## src/design/uvss_pkg.sv

```systemverilog
// Shared types and constants for the unique value set store.
// Used by every module of the block; depends on nothing.

package uvss_pkg;

    localparam int CAPACITY_DEF = 16;
    localparam int MAX_RESULTS  = 16;

    localparam int OPCODE_W = 2;
    localparam int VALUE_W  = 32;
    localparam int STATUS_W = 3;
    localparam int POS_W    = 4;
    localparam int FILL_W   = 5;

    typedef enum logic [OPCODE_W-1:0] {
        OP_ADD    = 2'd0,
        OP_REMOVE = 2'd1,
        OP_FIND   = 2'd2,
        OP_LIST   = 2'd3
    } opcode_t;

    typedef enum logic [STATUS_W-1:0] {
        ST_DONE    = 3'd0,
        ST_PRESENT = 3'd1,
        ST_ABSENT  = 3'd2,
        ST_FULL    = 3'd3,
        ST_ENTRY   = 3'd4,
        ST_EMPTY   = 3'd5
    } status_t;

    typedef struct packed {
        logic load;
        logic shift;
        logic wrap;
    } cell_ctrl_t;

endpackage

```

## src/design/uvss_cell.sv

```systemverilog
// One storage cell of the set: holds one value and compares it to the request.
// Depends on uvss_pkg for the value width and the cell control struct.

module uvss_cell (
    input  logic                          aclk,
    input  uvss_pkg::cell_ctrl_t          ctrl,
    input  logic [uvss_pkg::VALUE_W-1:0]  req_value,
    input  logic [uvss_pkg::VALUE_W-1:0]  right_value,
    input  logic [uvss_pkg::VALUE_W-1:0]  head_value,
    output logic [uvss_pkg::VALUE_W-1:0]  value,
    output logic                          match
);
    import uvss_pkg::*;

    logic [VALUE_W-1:0] value_reg;
    logic [VALUE_W-1:0] value_next;

    always_comb begin
        value_next = value_reg;
        if (ctrl.load) begin
            value_next = req_value;
        end else if (ctrl.shift) begin
            value_next = ctrl.wrap ? head_value : right_value;
        end
    end

    always_ff @(posedge aclk) begin
        value_reg <= value_next;
    end

    assign value = value_reg;
    assign match = (value_reg == req_value);

endmodule

```

## src/design/unique_value_set_store_top.sv

```systemverilog
// Ordered set of distinct 32-bit values held in a row of CAPACITY cells. Add, remove
// and find first accept the request, then move to a compare state in which every cell
// compares its value in parallel and the chain loads, closes the gap or holds. List
// rotates the chain one place a cycle through cell 0 while the result output is free
// and gives one result per entry, so the store is back in order when it ends. A request
// waits in its compare cycle while the previous result has not been taken.

module unique_value_set_store_top #(
    parameter int CAPACITY = uvss_pkg::CAPACITY_DEF
) (
    input  logic                                  aclk,
    input  logic                                  aresetn,
    input  logic                                  s_valid,
    output logic                                  s_ready,
    input  logic [uvss_pkg::OPCODE_W-1:0]         s_opcode,
    input  logic signed [uvss_pkg::VALUE_W-1:0]   s_value,
    output logic                                  m_valid,
    input  logic                                  m_ready,
    output logic [uvss_pkg::STATUS_W-1:0]         m_status,
    output logic [uvss_pkg::POS_W-1:0]            m_position,
    output logic signed [uvss_pkg::VALUE_W-1:0]   m_entry_value,
    output logic [uvss_pkg::FILL_W-1:0]           m_fill_count,
    output logic                                  m_last
);
    import uvss_pkg::*;

    localparam int IDX_W = $clog2(CAPACITY);
    localparam int CNT_W = $clog2(CAPACITY + 1);

    typedef enum logic [2:0] {
        S_IDLE = 3'b001,
        S_EXEC = 3'b010,
        S_LIST = 3'b100
    } state_t;

    state_t              state_reg, state_next;
    opcode_t             op_reg;
    logic [VALUE_W-1:0]  req_reg;
    logic [CNT_W-1:0]    count_reg, count_next;
    logic [IDX_W-1:0]    list_cnt_reg, list_cnt_next;

    logic                m_valid_reg, m_valid_next;
    logic [STATUS_W-1:0] m_status_reg;
    logic [POS_W-1:0]    m_position_reg;
    logic [VALUE_W-1:0]  m_entry_value_reg;
    logic [FILL_W-1:0]   m_fill_count_reg;
    logic                m_last_reg;

    logic                out_load;
    status_t             out_status;
    logic [POS_W-1:0]    out_position;
    logic [VALUE_W-1:0]  out_value;
    logic                out_last;
    logic                out_free;

    logic [VALUE_W-1:0]  cell_value [CAPACITY];
    logic [CAPACITY-1:0] cell_match;
    cell_ctrl_t          cell_ctrl  [CAPACITY];

    logic [CAPACITY-1:0] hit;
    logic                hit_any;
    logic [IDX_W-1:0]    hit_idx;
    logic                emit_now;

    for (genvar g = 0; g < CAPACITY; g++) begin : g_cell
        logic [VALUE_W-1:0] right;
        if (g == CAPACITY - 1) begin : g_tail
            assign right = '0;
        end else begin : g_body
            assign right = cell_value[g+1];
        end
        uvss_cell u_cell (
            .aclk        (aclk),
            .ctrl        (cell_ctrl[g]),
            .req_value   (req_reg),
            .right_value (right),
            .head_value  (cell_value[0]),
            .value       (cell_value[g]),
            .match       (cell_match[g])
        );
    end

    always_comb begin
        hit_idx = '0;
        for (int i = 0; i < CAPACITY; i++) begin
            hit[i] = cell_match[i] && (CNT_W'(i) < count_reg);
            if (hit[i]) begin
                hit_idx = hit_idx | IDX_W'(i);
            end
        end
        hit_any = |hit;
    end

    assign out_free = !m_valid_reg || m_ready;
    assign emit_now = (32'(list_cnt_reg) < 32'(MAX_RESULTS));

    always_comb begin
        state_next    = state_reg;
        count_next    = count_reg;
        list_cnt_next = list_cnt_reg;
        s_ready       = 1'b0;
        out_load      = 1'b0;
        out_status    = ST_DONE;
        out_position  = '0;
        out_value     = req_reg;
        out_last      = 1'b1;
        for (int i = 0; i < CAPACITY; i++) begin
            cell_ctrl[i] = '0;
        end

        case (state_reg)
            S_IDLE: begin
                s_ready = 1'b1;
                if (s_valid) begin
                    state_next = S_EXEC;
                end
            end
            S_EXEC: begin
                if (out_free) begin
                    out_load   = 1'b1;
                    state_next = S_IDLE;
                    case (op_reg)
                        OP_ADD: begin
                            if (hit_any) begin
                                out_status   = ST_PRESENT;
                                out_position = POS_W'(hit_idx);
                            end else if (count_reg == CNT_W'(CAPACITY)) begin
                                out_status = ST_FULL;
                            end else begin
                                for (int i = 0; i < CAPACITY; i++) begin
                                    cell_ctrl[i].load = (CNT_W'(i) == count_reg);
                                end
                                count_next   = count_reg + CNT_W'(1);
                                out_position = POS_W'(count_reg);
                            end
                        end
                        OP_REMOVE: begin
                            if (hit_any) begin
                                for (int i = 0; i < CAPACITY; i++) begin
                                    cell_ctrl[i].shift = (IDX_W'(i) >= hit_idx) &&
                                        (CNT_W'(i) + CNT_W'(1) < count_reg);
                                end
                                count_next   = count_reg - CNT_W'(1);
                                out_position = POS_W'(hit_idx);
                            end else begin
                                out_status = ST_ABSENT;
                            end
                        end
                        OP_FIND: begin
                            if (hit_any) begin
                                out_position = POS_W'(hit_idx);
                            end else begin
                                out_status = ST_ABSENT;
                            end
                        end
                        OP_LIST: begin
                            if (count_reg == '0) begin
                                out_status = ST_EMPTY;
                                out_value  = '0;
                            end else begin
                                out_load      = 1'b0;
                                list_cnt_next = '0;
                                state_next    = S_LIST;
                            end
                        end
                        default: begin
                            out_status = ST_DONE;
                        end
                    endcase
                end
            end
            S_LIST: begin
                if (!emit_now || out_free) begin
                    for (int i = 0; i < CAPACITY; i++) begin
                        cell_ctrl[i].shift = (CNT_W'(i) < count_reg);
                        cell_ctrl[i].wrap  = (CNT_W'(i) + CNT_W'(1) == count_reg);
                    end
                    out_load      = emit_now;
                    out_status    = ST_ENTRY;
                    out_position  = POS_W'(list_cnt_reg);
                    out_value     = cell_value[0];
                    out_last      = (CNT_W'(list_cnt_reg) + CNT_W'(1) == count_reg) ||
                                    (32'(list_cnt_reg) + 32'd1 == 32'(MAX_RESULTS));
                    list_cnt_next = list_cnt_reg + IDX_W'(1);
                    if (CNT_W'(list_cnt_reg) + CNT_W'(1) == count_reg) begin
                        state_next = S_IDLE;
                    end
                end
            end
            default: begin
                state_next = S_IDLE;
            end
        endcase
    end

    always_comb begin
        m_valid_next = m_valid_reg;
        if (out_load) begin
            m_valid_next = 1'b1;
        end else if (m_ready) begin
            m_valid_next = 1'b0;
        end
    end

    always_ff @(posedge aclk) begin
        if (!aresetn) begin
            state_reg    <= S_IDLE;
            count_reg    <= '0;
            list_cnt_reg <= '0;
            m_valid_reg  <= 1'b0;
        end else begin
            state_reg    <= state_next;
            count_reg    <= count_next;
            list_cnt_reg <= list_cnt_next;
            m_valid_reg  <= m_valid_next;
        end
    end

    always_ff @(posedge aclk) begin
        if (s_valid && s_ready) begin
            op_reg  <= opcode_t'(s_opcode);
            req_reg <= s_value;
        end
        if (out_load) begin
            m_status_reg      <= out_status;
            m_position_reg    <= out_position;
            m_entry_value_reg <= out_value;
            m_fill_count_reg  <= FILL_W'(count_next);
            m_last_reg        <= out_last;
        end
    end

    assign m_valid       = m_valid_reg;
    assign m_status      = m_status_reg;
    assign m_position    = m_position_reg;
    assign m_entry_value = m_entry_value_reg;
    assign m_fill_count  = m_fill_count_reg;
    assign m_last        = m_last_reg;

endmodule

```

## config.mk

```make
export PLATFORM = sky130hd
export DESIGN_NAME = unique_value_set_store_top
export DESIGN_NICKNAME = d
export VERILOG_FILES = /design/src/design/uvss_pkg.sv /design/src/design/uvss_cell.sv /design/src/design/unique_value_set_store_top.sv
export SDC_FILE = /design/constraint.sdc
export NUM_CORES = 2
export LEC_CHECK = 0
export ABC_AREA = 1
export BUFFER_PORTS_ARGS = -buffer_cell sky130_fd_sc_hd__buf_2
export CAP_MARGIN = 20
export CORE_ASPECT_RATIO = 0.75
export CORE_UTILIZATION = 35
export CTS_CLUSTER_SIZE = 30
export DETAILED_ROUTE_END_ITERATION = 10
export SYNTH_ARGS = -nofsm -noshare
export SYNTH_HDL_FRONTEND = slang
export SYNTH_SLANG_ARGS = --single-unit
```

## constraint.sdc

```tcl
create_clock -name aclk -period 9.6 [get_ports aclk]
set_clock_uncertainty 0.2 [all_clocks]
set_input_delay 1.92 -clock aclk [delete_from_list [all_inputs] [get_ports aclk]]
set_output_delay 1.92 -clock aclk [all_outputs]
set_load 0.005 [all_outputs]
```

Word-level counts from Yosys, hierarchy flattened. Index checks and enable logic that the tools add are counted.

Add/sub/neg operators: 5. Mux-type cells: 269. Eq/ne operators: 48. Magnitude comparators: 33. Reduce and logical (&&, ||, !) cells: 62.

Operators by type and width (count): $mux W32 (52); $eq A32 B32 Y1 (16); $mux W1 (120); $mux W2 (37); $mux W4 (17); $pmux W32 S2 (1); $eq A4 B5 Y1 const A (8); $lt A4 B5 Y1 const A (8); $mux W3 (13); $reduce_bool A2 Y1 (18); $pmux W1 S2 (17); $logic_and A1 B1 Y1 (33); $ge A4 B4 Y1 const A (8); $mux W5 (5); $pmux W4 S2 (3); $eq A3 B5 Y1 const A (4); $lt A3 B5 Y1 const A (4); $pmux W3 S3 (2); $ge A3 B4 Y1 const A (4); $reduce_or A16 Y1 (1); $ne A2 B2 Y1 const B (6); $add A4 B1 Y5 const B (2); $eq A2 B5 Y1 const A (2); $eq A5 B5 Y1 const B (2); 27 further kinds (34).

Logic and storage cells: 444. Output and inout port bits: 47. Register bits after elaboration: 604. Input port bits: 38.

Depth between registers and ports, before layout.
Depth in word-level cells: 25. Gate-level depth with buffers: 22. Mapped depth without buffers: 20.

Modules after synthesis. Synthesis repeated with hierarchy kept, for this count alone.

Cells, all modules: 5821. Area total of the unflattened synthesis: 41472.3 um^2.

By module, submodules not included: uvss_cell (area each 2278.4 um^2, cells each 327, times used 16); unique_value_set_store_top (area each 5017.3 um^2, cells each 589, times used 1).

Worst setup path before layout. Ideal clock, no wire load.

Path type: input-to-reg. Start: in m_ready. End: reg g_cell[4].u_cell.value_reg[0] (enable). Stages on the path: 6. Path slack: 4.584 ns. Arrival time: 4.386 ns. Library setup time: 0.431 ns. Buffers on the path: 2. Path through: nor2_1 > nor2_1 > clkbuf_1 > inv_2 > clkbuf_1 > o211ai_1.

Longest elaborated chain between the ends: 4.

Ends and longest elaborated chain: start, declared (RTL line unique_value_set_store_top.sv:18) `input logic m_ready,`; $logic_or A1 B1 Y1 * (RTL line unique_value_set_store_top.sv:94) `assign out_free = !m_valid_reg || m_ready;`; $mux W2 (on tied branches) (RTL line unique_value_set_store_top.sv:173, unique_value_set_store_top.sv:119); $pmux W1 S2 or $mux W1 (tied branches) (RTL line unique_value_set_store_top.sv:111) `case (state_reg)`; $reduce_bool A2 Y1 (no source line) *; end signal, assigned (RTL line uvss_cell.sv:28) `value_reg <= value_next;`; end, declared (RTL line uvss_cell.sv:15) `logic [VALUE_W-1:0] value_reg;`.

Mark *: on every way between the ends. The rest lies on a longest branch, timed or not. A chain may end at the register's enable or synchronous reset.

Worst setup path in the final report.
Start: reg req_reg[6]. End: reg g_cell[14].u_cell.value_reg[9] (enable).

Longest elaborated chain between the ends: 24.

Ends and longest elaborated chain: start, declared (RTL line unique_value_set_store_top.sv:38) `logic [VALUE_W-1:0] req_reg;`; start signal, assigned (RTL line unique_value_set_store_top.sv:222) `req_reg <= s_value;`; $eq A32 B32 Y1 (RTL line uvss_cell.sv:32) `assign match = (value_reg == req_value);`; $logic_and A1 B1 Y1 (RTL line unique_value_set_store_top.sv:86) `hit[i] = cell_match[i] && (CNT_W'(i) < count_reg);`; $mux W1 (RTL line unique_value_set_store_top.sv:87) `if (hit[i]) begin`; $mux W2 (2 in a row) (RTL line unique_value_set_store_top.sv:87); $mux W3 (4 in a row) (RTL line unique_value_set_store_top.sv:87); $mux W4 (8 in a row) (RTL line unique_value_set_store_top.sv:87); $ge A4 B4 Y1 (RTL line unique_value_set_store_top.sv:140) `cell_ctrl[i].shift = (IDX_W'(i) >= hit_idx) &&`; $logic_and A1 B1 Y1 (RTL line unique_value_set_store_top.sv:140); $mux W1 (RTL line unique_value_set_store_top.sv:138) `if (hit_any) begin`; $mux W1 (RTL line unique_value_set_store_top.sv:122) `case (op_reg)`; $mux W2 * (RTL line unique_value_set_store_top.sv:119) `if (out_free) begin`; $pmux W1 S2 (RTL line unique_value_set_store_top.sv:111); $reduce_bool A2 Y1 (no source line) *; end signal, assigned (RTL line uvss_cell.sv:28); end, declared (RTL line uvss_cell.sv:15).

Marks and branches as above.

==> results.cfg <==
[synth]
most_numerous_cell_in_the_yosys_netlist = sky130_fd_sc_hd__nand2_1
post-synth-top-area-fraction_pct = 40.9
synthesis.nets = 6084
synth-edff-count = 591
synth_area_per_cell_sq_um = 7.20
post_synth_inst_count = 6033
synthFlopType = sky130_fd_sc_hd__edfxtp_1
synth_sequential_area_ratio_pct = 41.5
yosys.area.top_type = sky130_fd_sc_hd__edfxtp_1
synth.area.top_cells = sky130_fd_sc_hd__edfxtp_1, sky130_fd_sc_hd__nand2_1, sky130_fd_sc_hd__o21ai_0
yosys_warnings = 0
synth_async_sr_flop_share_pct = 0
summed_instance_area_of_the_synthesized_netlist_sq_um = 43400
ys_types = 49
synth-seq-cells = 604
post_synth_most_frequent_cells = sky130_fd_sc_hd__nand2_1, sky130_fd_sc_hd__nor2_1, sky130_fd_sc_hd__edfxtp_1

[final_layout]
final_cell_count_no_fill = 7639
post-route-cell-area_sq_um = 47400
fraction_of_final_layout_cells_sized_beyond_drive_strength_1_pct = 7.15
final_nets = 5991
largest_reg_flops = 512
layout.filler_cells = 13100
area_growth_from_synthesis_to_final_layout_pct = 9.22

[placed_design]
place_area_sq_um = 45000
detailedPlacementHpwl_um = 175000
placedCellCount = 7498
place_congestion = 1.07
buffer_ports.inserted = 84

[routing]
detail_route.wirelength_um = 239000
first_iter_violations = 7903
routed_antenna_nets = 0
vias = 44900
drc = 0
iteration_count_of_the_initial_detailed_routing_pass = 6
drt-vias-per-instance = 5.87
post_drt_wl_per_cell_um = 31.3

[timing]
drv_slew = 0
unrepaired_setup_endpoints_after_global_routing = no
worst_slew_margin_rel_pct = 23.0
finalHoldViolCount = 0
max_clock_freq_ghz = 0.169
tns_ns = 0
final.period_utilization_pct = 61.8
worst-slew-pin-transition_ns = 1.15
setup_violations = 0
finalWorstPathRequiredPeriod_ns = 5.93

[setup_path]
critical_path.endpoint_type = flip-flop
cp.required_ns = 9.51
worstPathArrival_ns = 5.85
timing.critical_path.fanout_max = 65
startpoint_type = flip-flop
reg2reg_setup_slack_ns = 3.67
criticalPathCategory = reg -> reg

[run_status]
run_status = complete, no violations

[clock_tree]
cts_made_buffers = 74
clkLatencyLatePin_ns = 0.71
cts.reportedPaths.clkPinSlew_ns = 0.06
cts.repair.resized = 0
ctsHtreeMaxLevel = 3
cts_tree = built
cts_root_buffer = sky130_fd_sc_hd__clkbuf_16
max-clock-path-buffers = 3
ctsHoldBuffers = 0
post_cts_buffers = 0
cts_sinks = 604

[power_and_ir_drop]
vdd_drop_max_mv = 0.227
leakage_nw = 20.3
power-per-cell-area_nw_per_um2 = 191

[global_routing]
number_of_antenna_violations_at_the_first_check_in_global_routing = 11
grt_pass1_vias = 38400
gr-total-overflow = 0
grt_usage_pct = 37.0
grt_start_max_net_pins = 66
grt_first_pass_wirelength_um = 321000

[floorplanning]
floorplan_core_area_sq_um = 123000
io_pins = 85
initial_core_util_pct = 35.4
placementRows = 111
dieArea_sq_um = 125000
floorplan.die.height_um = 307
die_width_um = 409

[run]
cap_viol_max_count = 0

[hold_path]
min_path_type = reg -> reg
==> per-layer routing <==
metal / vias to the layer above / wire (um) / track usage (%)
li1: 19600 / - / -
met1: 21700 / 105000 / 54.7
met2: 3247 / 86100 / 46.1
met3: 359 / 41300 / 18.7
met4: 6 / 6490 / 8.70
met5: - / 41 / 0
==> path summary, 6_finish.rpt <==
path / start / to / depth (start not counted)
setup / recovery: req_reg[6] / g_cell[14].u_cell.value[9] / 18
hold / removal: list_cnt_reg[1] / list_cnt_reg[1] / 2
setup reg to reg: req_reg[6] / g_cell[14].u_cell.value[9] / 18
hold reg to reg: list_cnt_reg[1] / list_cnt_reg[1] / 2
==> stage by stage <==
stage	hold slack (ns)	power [W]	worst slack [ns]	utilization (%)
2_1_floorplan	0.284	0.00465	4.58	-
3_3_place_gp	0.334	0.00602	3.76	36.7
3_5_place_dp	0.335	0.00601	3.69	36.7
4_1_cts	0.342	0.00887	3.66	38.6
5_1_grt	0.381	0.00921	3.61	38.7
6_report	0.340	0.00908	3.67	38.7
==> final cells by class <==
type	instances	area (sq um)	area share, %
Inverter	452	1700	3.58
Sequential cell	604	18000	38.0
Tap cell	1638	2050	4.32
Multi-Input combinational cell	4576	21800	45.9
Clock inverter	39	320	0.675
Timing Repair Buffer	232	1570	3.31
Clock buffer	94	2010	4.24
Antenna cell	4	10.0	0.0211
==> power by group <==
part,internal [W],leakage [nW],switching [W],total [W]
clock network,0.00161,1.14,0.00129,0.00290
logic,0.000672,13.7,0.00250,0.00317
registers,0.00296,5.45,0.0000488,0.00301
total,0.00525,20.3,0.00383,0.00908
==> logic make-up (layout without fill, tap and decap cells) <==
kind of cell    Yosys count  in the layout  share of synthesized area, %
simple gates           3116           3116                          28.6
other cells               0              4                             0
xor+xnor                324            324                          6.54
fa+ha+maj                13             13                         0.375
buf+inv                 853            817                          8.68
flops                   604            604                          41.5
compound gates         1123           1123                          14.3
==> critical path, stage by stage, from the launching register on <==
cell and delay (ns):
sky130_fd_sc_hd__edfxtp_1 0.32, sky130_fd_sc_hd__buf_4 0.46, sky130_fd_sc_hd__inv_1 0.28, sky130_fd_sc_hd__buf_4 0.34, sky130_fd_sc_hd__nand2_1 0.23, sky130_fd_sc_hd__o21ai_0 0.11, sky130_fd_sc_hd__nor2_1 0.30, sky130_fd_sc_hd__nand2_1 0.16
sky130_fd_sc_hd__nor2_1 0.12, sky130_fd_sc_hd__nand3_1 0.09, sky130_fd_sc_hd__nor2_1 0.31, sky130_fd_sc_hd__nor2_1 0.13, sky130_fd_sc_hd__nand2_1 0.25, sky130_fd_sc_hd__nor2_4 0.10, sky130_fd_sc_hd__nand3_4 0.12, sky130_fd_sc_hd__nor2_4 0.11
sky130_fd_sc_hd__nand2_2 0.09, sky130_fd_sc_hd__buf_4 0.56, sky130_fd_sc_hd__nand3_2 0.95
==> cell usage in the layout, fill, tap and decap left out, drive strengths merged, types with 94 or more instances in the layout <==
master,n
inv,452
o21ai,854
xnor2,272
nand2,2173
clkbuf,94
o211ai,177
nand3,144
buf,232
nor2,615
edfxtp,591
No activity file was read; power rests on OpenSTA's default activity.
